### src/hdl/cdq_pkg.sv
package cdq_pkg;

  localparam int WORD_W = 32;
  localparam int OP_W   = 2;
  localparam int STS_W  = 2;
  localparam int CFG_W  = 8;

  // Request codes.
  localparam logic [OP_W-1:0] OP_INS_FRONT = 2'd0;
  localparam logic [OP_W-1:0] OP_INS_REAR  = 2'd1;
  localparam logic [OP_W-1:0] OP_REM_FRONT = 2'd2;
  localparam logic [OP_W-1:0] OP_REM_REAR  = 2'd3;

  // Result status codes.
  localparam logic [STS_W-1:0] STS_OK        = 2'd0;
  localparam logic [STS_W-1:0] STS_OVERFLOW  = 2'd1;
  localparam logic [STS_W-1:0] STS_UNDERFLOW = 2'd2;

  typedef enum logic [3:0] {
    ST_IDLE = 4'b0001,
    ST_EXEC = 4'b0010,
    ST_READ = 4'b0100,
    ST_DONE = 4'b1000
  } cdq_state_t;

  // Commands from the controller to the datapath.
  typedef struct packed {
    logic capture;
    logic exec;
    logic rd;
    logic load;
  } cdq_cmd_t;

  // Status from the datapath to the controller.
  typedef struct packed {
    logic out_free;
  } cdq_sts_t;

endpackage

### src/hdl/cdq_ctrl.sv
module cdq_ctrl (
  input  logic              clk,
  input  logic              rst_n,
  input  logic              in_valid,
  output logic              in_ready,
  input  cdq_pkg::cdq_sts_t sts,
  output cdq_pkg::cdq_cmd_t cmd
);

  cdq_pkg::cdq_state_t state_r, state_nxt;
  logic                accept;

  assign in_ready = (state_r == cdq_pkg::ST_IDLE);
  assign accept   = in_valid && in_ready;

  always_comb begin
    cmd         = '0;
    cmd.capture = accept;
    cmd.exec    = (state_r == cdq_pkg::ST_EXEC);
    cmd.rd      = (state_r == cdq_pkg::ST_READ);
    cmd.load    = (state_r == cdq_pkg::ST_DONE) && sts.out_free;
  end

  always_comb begin
    state_nxt = state_r;
    case (state_r)
      cdq_pkg::ST_IDLE: begin
        if (accept) state_nxt = cdq_pkg::ST_EXEC;
      end
      cdq_pkg::ST_EXEC: state_nxt = cdq_pkg::ST_READ;
      cdq_pkg::ST_READ: state_nxt = cdq_pkg::ST_DONE;
      cdq_pkg::ST_DONE: begin
        if (sts.out_free) state_nxt = cdq_pkg::ST_IDLE;
      end
      default: state_nxt = cdq_pkg::ST_IDLE;
    endcase
  end

  always_ff @(posedge clk) begin
    if (!rst_n) begin
      state_r <= cdq_pkg::ST_IDLE;
    end else begin
      state_r <= state_nxt;
    end
  end

`ifndef SYNTHESIS
  a_accept_to_exec: assert property (@(posedge clk) disable iff (!rst_n)
    accept |=> state_r == cdq_pkg::ST_EXEC)
    else $error("accepted word did not start execution");

  a_load_to_idle: assert property (@(posedge clk) disable iff (!rst_n)
    cmd.load |=> state_r == cdq_pkg::ST_IDLE && in_ready)
    else $error("controller did not return to idle after loading a result");
`endif

endmodule

### config.mk
export PLATFORM = sky130hd
export DESIGN_NAME = cdq_ctrl
export DESIGN_NICKNAME = d
export VERILOG_FILES = /design/src/hdl/cdq_pkg.sv /design/src/hdl/cdq_ctrl.sv
export SDC_FILE = /design/constraint.sdc
export NUM_CORES = 1
export LEC_CHECK = 0
export BUFFER_PORTS_ARGS = -buffer_cell sky130_fd_sc_hd__buf_2
export CAP_MARGIN = 20
export CORE_AREA = 2 2 39 41
export CTS_BUF_LIST = sky130_fd_sc_hd__clkbuf_4
export DETAILED_ROUTE_END_ITERATION = 6
export DIE_AREA = 0 0 41 43
export GPL_TIMING_DRIVEN = 0
export REMOVE_ABC_BUFFERS = 1
export SYNTH_ARGS = -nofsm -noshare
export SYNTH_HDL_FRONTEND = slang
export SYNTH_SLANG_ARGS = --single-unit
### constraint.sdc
create_clock -name clk -period 3.6 [get_ports clk]
set_input_delay 0.18 -clock clk [delete_from_list [all_inputs] [get_ports clk]]
set_output_delay 0.18 -clock clk [all_outputs]
set_load 0.02 [all_outputs]
==> results of run 1 <==
power by group through the flow:
stage / logic [mW] / clock network [mW] / registers [mW]
2_1_floorplan: 0.00877 / 0 / 0.0487
3_3_place_gp: 0.0139 / 0 / 0.0489
3_5_place_dp: 0.0141 / 0 / 0.0491
4_1_cts: 0.0141 / 0.0584 / 0.0484
5_1_grt: 0.0151 / 0.0633 / 0.0486
6_report: 0.0139 / 0.0552 / 0.0485
logic make-up (layout without fill, tap and decap cells):
kind of cell / Yosys count / after routing
AND/OR/NAND/NOR: 11 / 11
AO/OA/AOI/OAI: 4 / 4
flip-flops: 4 / 4
buffers and inverters: 3 / 12
layout by cell type, fill, tap and decap left out, drive strengths merged:
cell type,synthesis,final
o21ai,1,1
a21oi,1,1
dfxtp,4,4
buf,2,8
clkbuf,0,3
and2,2,2
nor3,1,1
a311oi,1,1
nor4,1,1
nor4b,1,1
nand2,1,1
and4b,1,1
nor2,1,1
inv,1,1
and3,1,1
nand2b,1,1
o21a,1,1
or3b,1,1
metrics by stage:
step | total power [mW] | util | cell area, sq um | hold WS [ns]
5_1_grt | 0.1270 | 0.1908 | 264.0 | 0.1600
6_report | 0.1176 | 0.1908 | 264.0 | 0.1610
4_1_cts | 0.1209 | 0.1908 | 264.0 | 0.1582
3_3_place_gp | 0.06287 | 0.1745 | 241.5 | 0.3965
3_5_place_dp | 0.06318 | 0.1745 | 241.5 | 0.4034
2_1_floorplan | 0.05745 | - | 181.4 | 0.2600
layer usage:
layer | wire [um] | vias up | track usage
met3 | 51 | 2 | 0.02618
li1 | - | 96 | -
met4 | 18 | 0 | 0.1000
met2 | 192 | 9 | 0.06563
met5 | 0 | - | 0
met1 | 167 | 80 | 0.05484
final timing paths:
path / from / to / slack (ns)
worst max register to register: state_r[3]$_SDFFE_PN0P_ / state_r[0]$_SDFFE_PN1P_ / 2.31
worst min register to register: state_r[0]$_SDFFE_PN1P_ / state_r[0]$_SDFFE_PN1P_ / 0.58
worst min-delay path: rst_n / state_r[0]$_SDFFE_PN1P_ / 0.16
worst max-delay path: state_r[1]$_SDFFE_PN0P_ / cmd[3] / 2.02
Yosys cell counts, drive strengths merged:
cell / count
o21a: 1
o21ai: 1
and3: 1
buf: 2
and4b: 1
a21oi: 1
or3b: 1
a311oi: 1
inv: 1
nor4: 1
nor2: 1
nor4b: 1
nor3: 1
dfxtp: 4
nand2b: 1
and2: 2
nand2: 1
final cells by class:
cell class | instances | area, sq um | area share
Clock buffer | 3 | 22.52 | 0.08531
Inverter | 1 | 3.754 | 0.01422
Multi-Input combinational cell | 15 | 97.59 | 0.3697
Sequential cell | 4 | 80.08 | 0.3033
Tap cell | 16 | 20.02 | 0.07583
Timing Repair Buffer | 8 | 40.04 | 0.1517
==> results.cfg, run 1 <==
[min_path]
hold_depth = 2
hold_class = in2reg

[synthesis]
synth_xor_area_frac = 0
synth-adder-area-share = 0
synth_top_area_frac = 0.4076
synthCells = 22
avgSynthCellArea_sq_um = 8.929
ys_seq_elements = 4
yosysUniqueCellTypes = 17
yosys.area_share.simple = 0.3631
synthTopCellsByArea = dfxtp_1 41%, buf_4 7.6%, and2_1 6.4%
synth_top_area_cell = dfxtp_1
synth_compound_gate_area_share = 0.1338
syn_area_sq_um = 196.4
synth_top_family_by_area = simple AND/OR/NAND/NOR gates
yosysWarningCount = 0
ys_seq_area_frac = 0.4076
synth_mux_area_frac = 0

[route]
wire_per_inst_um = 9.149
dr.first_iter.drc_count = 3
drtAntennaViolNets = 0
drtPass1Iterations = 4
avgViaCountPerCell = 3.979
wirelength_um = 430
remaining_drc_errors = 0
dr_total_vias = 187

[setup_path]
cp_slowest_cell = nor4b_1
cp_max_fo = 5
slowest_delay_ns = 0.46
path_class = reg2out
end_kind = output port
startpoint_type = flip-flop
critPathTopFamily = simple AND/OR/NAND/NOR gates
cp.buffers_inverters = 1
r2r_cells = 3
path_cells = nor4b_1 > and2_1 > buf_2
crit_arrival_ns = 1.40
worst-path-stages = 3
required_ns = 3.42

[global_routing]
gr-total-overflow = 0
grt_antenna_before_repair = 0
grt_pass1_vias = 164
grt_max_degree = 7
grt_pass1_wl_um = 614
grtUsageTotal = 0.05829

[timing]
period_needed_ns = 1.584
layout_setup_ws_ns = 2.016
tns_ns = 0
slew_violations = 0
setup_viol_count_final = 0
relSlewSlack = 0.6851
worst_pin_slew_ns = 0.4658
fmax_ghz = 0.6312
rsz0062_at_grt = false
hold_viol_final = 0
fin_crit_sh = 0.4400
fin_skew_ns = 0.0003390

[power]
leakagePower_nw = 0.1139
p_per_area_nw_per_um2 = 445.6
pwr-share-clk = 0.469
swShare = 0.2394
power.internal_uw = 89.48
combPwrFrac = 0.119
ir_drop_v = 0.0001091
p_sw_uw = 28.16
seqPwrFrac = 0.412

[clock_tree]
path_clk_slew_ns = 0.04
tritoncts = yes
root_buffer = clkbuf_4
ctsHoldBuffers = 0
clockBufferDepth = 2
cts_setup_buffers = 0
clock_sinks = 4
numCtsBuffers = 3
clk_latency_ns = 0.23
htreeDepth = 1
cts_resized = 0

[finish]
regMostFlops = state_r
stdcell_count = 47
fillers = 161
syn2layout_area_growth_pct = 34.40
largest_register_ffs = 4
final_net_count = 37
drive_gt1_frac = 0.3548
n_antenna_cell = 0
reg.largest.list = state_r: 4 flops

[place]
place.gp.congestion = 0.7206
placedCellCount = 44
dp_hpwl_um = 304.9
portBuffers = 8
place_ws_ns = 2.254

[floorplanning]
die-area_sq_um = 1763
die_h_um = 43
initial_utilization = 0.1420
core_region_area_sq_um = 1384
fp.dieW_um = 41
rows = 14
io-pin-count = 9

[run]
cap_violations = 0

[run_status]
outcome = complete, no violations
No activity file was read; power rests on OpenSTA's default activity.
==> run 2: changes to the inputs <==
--- a/config.mk
+++ b/config.mk
@@ -5,6 +5,7 @@
 export SDC_FILE = /design/constraint.sdc
 export NUM_CORES = 1
 export LEC_CHECK = 0
+export ABC_AREA = 1
 export BUFFER_PORTS_ARGS = -buffer_cell sky130_fd_sc_hd__buf_2
 export CAP_MARGIN = 20
 export CORE_AREA = 2 2 39 41
==> constraint.sdc (replaced) <==
create_clock -name clk -period 1.4 [get_ports clk]
set_input_delay 0.07 -clock clk [delete_from_list [all_inputs] [get_ports clk]]
set_output_delay 0.07 -clock clk [all_outputs]
set_load 0.02 [all_outputs]
==> run 2 against run 1 <==
  * Setup slack worse by 1.8 ns
  * Clock power grew to 2.7 times the previous value
  * Synthesized cell count is 86% higher
  * Area after synthesis is 23% higher
  * Critical path type unchanged
  * Sequential power grew to 2.6 times the previous value
  * Power grew to 3.0 times the previous value
  * Wire length is 6.0% higher
  * Critical path depth is 2 higher
  * Combinational power grew to 5.4 times the previous value
  * Sequential share of layout area is 4.4 points lower
  * Largest power group unchanged
==> results.cfg, run 2 <==
[setup_path]
critPathTopFamily = flip-flops
cp_slowest_cell = dfxtp_1
path_class = reg2out
path_cells = inv_1 > nor2_2 > nand2_2 > nor2_1 > buf_2
startpoint_type = flip-flop
end_kind = output port
slowest_delay_ns = 0.34
crit_arrival_ns = 1.07
required_ns = 1.33
cp.buffers_inverters = 2
cp_max_fo = 3

[run]
cap_violations = 0

[place]
portBuffers = 8
dp_hpwl_um = 361.6
place.gp.congestion = 0.7059

[timing]
worst_pin_slew_ns = 0.1798
fin_skew_ns = 0.001905
setup_viol_count_final = 0
period_needed_ns = 1.140
fin_crit_sh = 0.8141
hold_viol_final = 0
relSlewSlack = 0.8797
slew_violations = 0
hold_slack_ns = 0.09766
fmax_ghz = 0.8774
rsz0062_at_grt = false
tns_ns = 0

[route]
dr.first_iter.drc_count = 3
wire_per_inst_um = 6.909
wirelength_um = 456
remaining_drc_errors = 0
m1WireLength_um = 238
highest_layer = met4
met3_length_um = 59
drtPass1Iterations = 3
dr_total_vias = 229
avgViaCountPerCell = 3.470
route.met2.wl_um = 142
drtAntennaViolNets = 0

[finish]
n_antenna_cell = 0
largest_register_ffs = 4
final_net_count = 56
syn2layout_area_growth_pct = 27.98
reg.largest.list = state_r: 4 flops
drive_gt1_frac = 0.3200
multi_input_area_sq_um = 101.3
regMostFlops = state_r
seq_area_sq_um = 80.08
layout_commonest_cell = inv_1
most-common-layout-cells = 11 x inv_1, 8 x nand2_1, 8 x buf_2, 7 x nor2_1, 4 x dfxtp_1
fillers = 162

[global_routing]
grt_max_degree = 4
grt_pass1_wl_um = 690
grt_pass1_vias = 187
grtUsageTotal = 0.06432
gr-total-overflow = 0
grt_antenna_before_repair = 0

[synthesis]
avgSynthCellArea_sq_um = 5.890
synth_top_area_cell = dfxtp_1
ys_dominant_reg_cell = dfxtp_1
synthArstFlopShare = 0
syn_area_sq_um = 241.5
ys_seq_area_frac = 0.3316
synthCells = 41
synth_most_common_cell = inv_1
yosysUniqueCellTypes = 11
synthTopCellsByArea = dfxtp_1 33%, inv_1 17%, nand2_1 12%
synth_edf_count = 0
ys_seq_elements = 4
synth_common_cells = 11 x inv_1, 8 x nand2_1, 7 x nor2_1
yosysWarningCount = 0
synth_top_area_frac = 0.3316

[clock_tree]
htreeDepth = 1
cts_setup_buffers = 0
path_clk_slew_ns = 0.04
cts_resized = 0
numCtsBuffers = 3
ctsHoldBuffers = 0
root_buffer = clkbuf_4
tritoncts = yes
clockBufferDepth = 2
clock_sinks = 4
clk_latency_ns = 0.24

[floorplanning]
fp.dieW_um = 41
rows = 14
die_h_um = 43
core_region_area_sq_um = 1384
die-area_sq_um = 1763
io-pin-count = 9
initial_utilization = 0.1745

[power]
leakagePower_nw = 0.1976
p_per_area_nw_per_um2 = 1133
power_uw = 350.0
ir_drop_v = 0.0002767
p_sw_uw = 106.1
combPwrFrac = 0.214
swShare = 0.3031
power.internal_uw = 243.9
pwr-share-clk = 0.423
seqPwrFrac = 0.363

[run_status]
outcome = complete, no violations

[min_path]
hold_class = in2reg
## run 2: changes by cell type after synthesis, moves of 2 or more
cell,change
nand2_1,+7
inv_1,+10
and2_1,-2
nor2_1,+6
nand3_1,+2
nor2_2,+3
## run 2: worst min-delay path: stages
cell	delay [ns]
buf_2	0.09
nand2_1	0.05
inv_1	0.04
nand2_1	0.04
## run 2: power by group through the flow
stage / sequential (mW) / clock (mW) / combinational (mW)
after detailed placement: 0.129 / 0 / 0.0749
after CTS: 0.127 / 0.159 / 0.0753
after global placement: 0.129 / 0 / 0.0741
after floorplan: 0.128 / 0 / 0.0548
after global routing: 0.128 / 0.162 / 0.0832
final: 0.127 / 0.148 / 0.0749
## run 2: layout make-up
class / count / area share
Multi-Input combinational cell: 23 / 0.3279
Sequential cell: 4 / 0.2591
Inverter: 12 / 0.1457
Timing Repair Buffer: 8 / 0.1296
Clock buffer: 3 / 0.07287
Tap cell: 16 / 0.06478
## run 2: logic make-up (layout without fill, tap and decap cells)
| kind of cell | count (synthesis) | after routing | synth area share |
|---|---|---|---|
| and+or+nand+nor | 22 | 22 | 0.3990 |
| buffers and inverters | 14 | 23 | 0.2487 |
| DFF | 4 | 4 | 0.3316 |
| AOI/OAI and AO/OA | 1 | 1 | 0.02071 |
## run 2: through the flow
step | setup WS (ns) | utilization | cells | instance area, sq um
after floorplan | 0.5028 | - | 39 | 226.5
after global placement | 0.4759 | 0.2071 | 63 | 286.5
after detailed placement | 0.4741 | 0.2071 | 63 | 286.5
after CTS | 0.2516 | 0.2233 | 66 | 309.0
after global routing | 0.1736 | 0.2233 | 66 | 309.0
final | 0.2603 | 0.2233 | 66 | 309.0
## run 2: final timing paths
kind         depth (start not counted)                     from  slack, ns                       to
min reg2reg                          4  state_r[0]$_SDFFE_PN1P_       0.58  state_r[1]$_SDFFE_PN0P_
min                                  4                    rst_n        0.1  state_r[0]$_SDFFE_PN1P_
max                                  5  state_r[0]$_SDFFE_PN1P_       0.26                   cmd[3]
max reg2reg                          6  state_r[0]$_SDFFE_PN1P_       0.48  state_r[0]$_SDFFE_PN1P_
## run 2: routing by layer
metal	vias to the layer above	GRT usage
met5	-	0
met4	0	0.06000
met3	2	0.04712
met2	10	0.06875
met1	86	0.07742
li1	131	-
==> run 3: changes to the inputs <==
==> constraint.sdc (replaced) <==
create_clock -name clk -period 1.1 [get_ports clk]
set_input_delay 0.055 -clock clk [delete_from_list [all_inputs] [get_ports clk]]
set_output_delay 0.055 -clock clk [all_outputs]
set_load 0.02 [all_outputs]
==> run 3 against run 2 <==
  * The run now ends with setup timing left
  * First-iteration DRC count grew to 3.0 times the previous value
  * Power grew 30%
  * Combinational power grew 43%
  * Hold slack lost 0.021 ns
  * Largest cell class unchanged
  * Highest routed layer unchanged
==> results.cfg, run 3 (synthesis gave the netlist of run 2 again) <==
[run_status]
outcome = finished, violations left
violations = setup timing

[global_routing]
grt_use_met3 = 0.04712
use_met1 = 0.07742
grt_max_degree = 4
grt_pass1_wl_um = 717
top_usage_layer = met1
gr-total-overflow = 0
grtUsageTotal = 0.06633
grt_antenna_before_repair = 0
grt_pass1_vias = 196
grtUsageMet2 = 0.07500

[floorplanning]
core_region_area_sq_um = 1384
rows = 14
initial_utilization = 0.1745
die_h_um = 43
die-area_sq_um = 1763
fp.dieW_um = 41
io-pin-count = 9

[clock_tree]
clockBufferDepth = 2
path_clk_slew_ns = 0.04
ctsHoldBuffers = 0
clock_sinks = 4
root_buffer = clkbuf_4
htreeDepth = 1
tritoncts = yes
numCtsBuffers = 3
clk_latency_ns = 0.24

[timing]
setup_viol_count_final = 1
relSlewSlack = 0.9162
period_needed_ns = 1.103
rsz0062_at_grt = true
slew_violations = 0
fin_skew_ns = 0.002845
tns_ns = -0.002822
layout_setup_ws_ns = -0.002822
fmax_ghz = 0.9068
hold_viol_final = 0
worst_pin_slew_ns = 0.1247
fin_crit_sh = 1.003

[power]
p_per_area_nw_per_um2 = 1305
ir_drop_v = 0.0003535
swShare = 0.3025
pwr-share-clk = 0.412
seqPwrFrac = 0.354
p_sw_uw = 137.8
leakagePower_nw = 0.2055
power.internal_uw = 317.7
combPwrFrac = 0.234

[place]
dp_hpwl_um = 361.6
placedCellCount = 63
place.gp.congestion = 0.7059
portBuffers = 8

[finish]
stdcell_count = 67
most-common-layout-cells = 10 x inv_1, 8 x nand2_1, 6 x nor2_1, 5 x buf_4, 4 x buf_2
regMostFlops = state_r
n_antenna_cell = 0
reg.largest.list = state_r: 4 flops
syn2layout_area_growth_pct = 44.56
multi_input_area_sq_um = 113.9
largest_register_ffs = 4
final_net_count = 57
fillers = 163
seq_area_sq_um = 90.09
layout_commonest_cell = inv_1
drive_gt1_frac = 0.4510

[route]
wirelength_um = 482
drtAntennaViolNets = 0
wire_per_inst_um = 7.194
dr_total_vias = 240
dr.first_iter.drc_count = 9
avgViaCountPerCell = 3.582
remaining_drc_errors = 0
drtPass1Iterations = 4

[setup_path]
required_ns = 1.04
cp_slowest_cell = dfxtp_4
cp.buffers_inverters = 1
cp_max_fo = 3
startpoint_type = flip-flop
critPathTopFamily = flip-flops
slowest_delay_ns = 0.35
path_class = reg2out
crit_arrival_ns = 1.05
path_cells = nor2_4 > nand2_2 > nor2_1 > buf_4
end_kind = output port

[run]
cap_violations = 0

[min_path]
hold_class = in2reg
==> run 3: tightest hold or removal path, cell delays in order <==
cell	delay, ns
buf_2	0.09
nand2_1	0.04
inv_1	0.04
nand2_1	0.04
==> run 3: layout make-up <==
| class | instances | share of cell area |
|---|---|---|
| timing repair buffer | 9 | 0.1649 |
| sequential | 4 | 0.2581 |
| tap | 16 | 0.05735 |
| inverter | 12 | 0.1290 |
| clock buffer | 3 | 0.06452 |
| multi-input combinational | 23 | 0.3262 |
==> run 3: timing repair <==
action,CTS,global route
pin swaps,1,3
gates resized for setup,7,7
buffers inserted,1,0
endpoints found under the setup margin,4,5
==> run 3: metrics by stage <==
step / cell area [sq um] / util / setup WS [ns] / total power [mW] / hold slack, ns
final: 349.1 / 0.2523 / -0.002822 / 0.4555 / 0.07673
after global routing: 349.1 / 0.2523 / -0.05006 / 0.4863 / 0.1026
after CTS: 331.6 / 0.2396 / -0.007010 / 0.4688 / 0.06635
after detailed placement: 286.5 / 0.2071 / 0.1741 / 0.2595 / 0.3296
after global placement: 286.5 / 0.2071 / 0.1759 / 0.2580 / 0.3218
after floorplan: 226.5 / - / 0.2043 / 0.2327 / 0.2010
==> run 3: final timing paths <==
path | to | cells after the start | slack, ns | start
worst max register to register | state_r[0]$_SDFFE_PN1P_ | 7 | 0.11 | state_r[2]$_SDFFE_PN0P_
worst min register to register | state_r[1]$_SDFFE_PN0P_ | 3 | 0.55 | state_r[1]$_SDFFE_PN0P_
worst max-delay path | cmd[3] | 4 | -0.003 | state_r[2]$_SDFFE_PN0P_
worst min-delay path | state_r[0]$_SDFFE_PN1P_ | 4 | 0.08 | rst_n
==> run 3: power groups by stage <==
stage / Combinational, mW / Clock, mW / Sequential (mW)
6_report: 0.107 / 0.188 / 0.161
5_1_grt: 0.117 / 0.207 / 0.162
4_1_cts: 0.102 / 0.202 / 0.165
3_5_place_dp: 0.0954 / 0 / 0.164
3_3_place_gp: 0.0943 / 0 / 0.164
2_1_floorplan: 0.0697 / 0 / 0.163
==> run 3: layer usage <==
layer / up-vias / part of all wire / wire length, um
met2: 12 / 0.36 / 172
met3: 2 / 0.13 / 64
met1: 92 / 0.48 / 229
met4: 0 / 0.031 / 15
li1: 134 / - / -
met5: - / 0 / 0
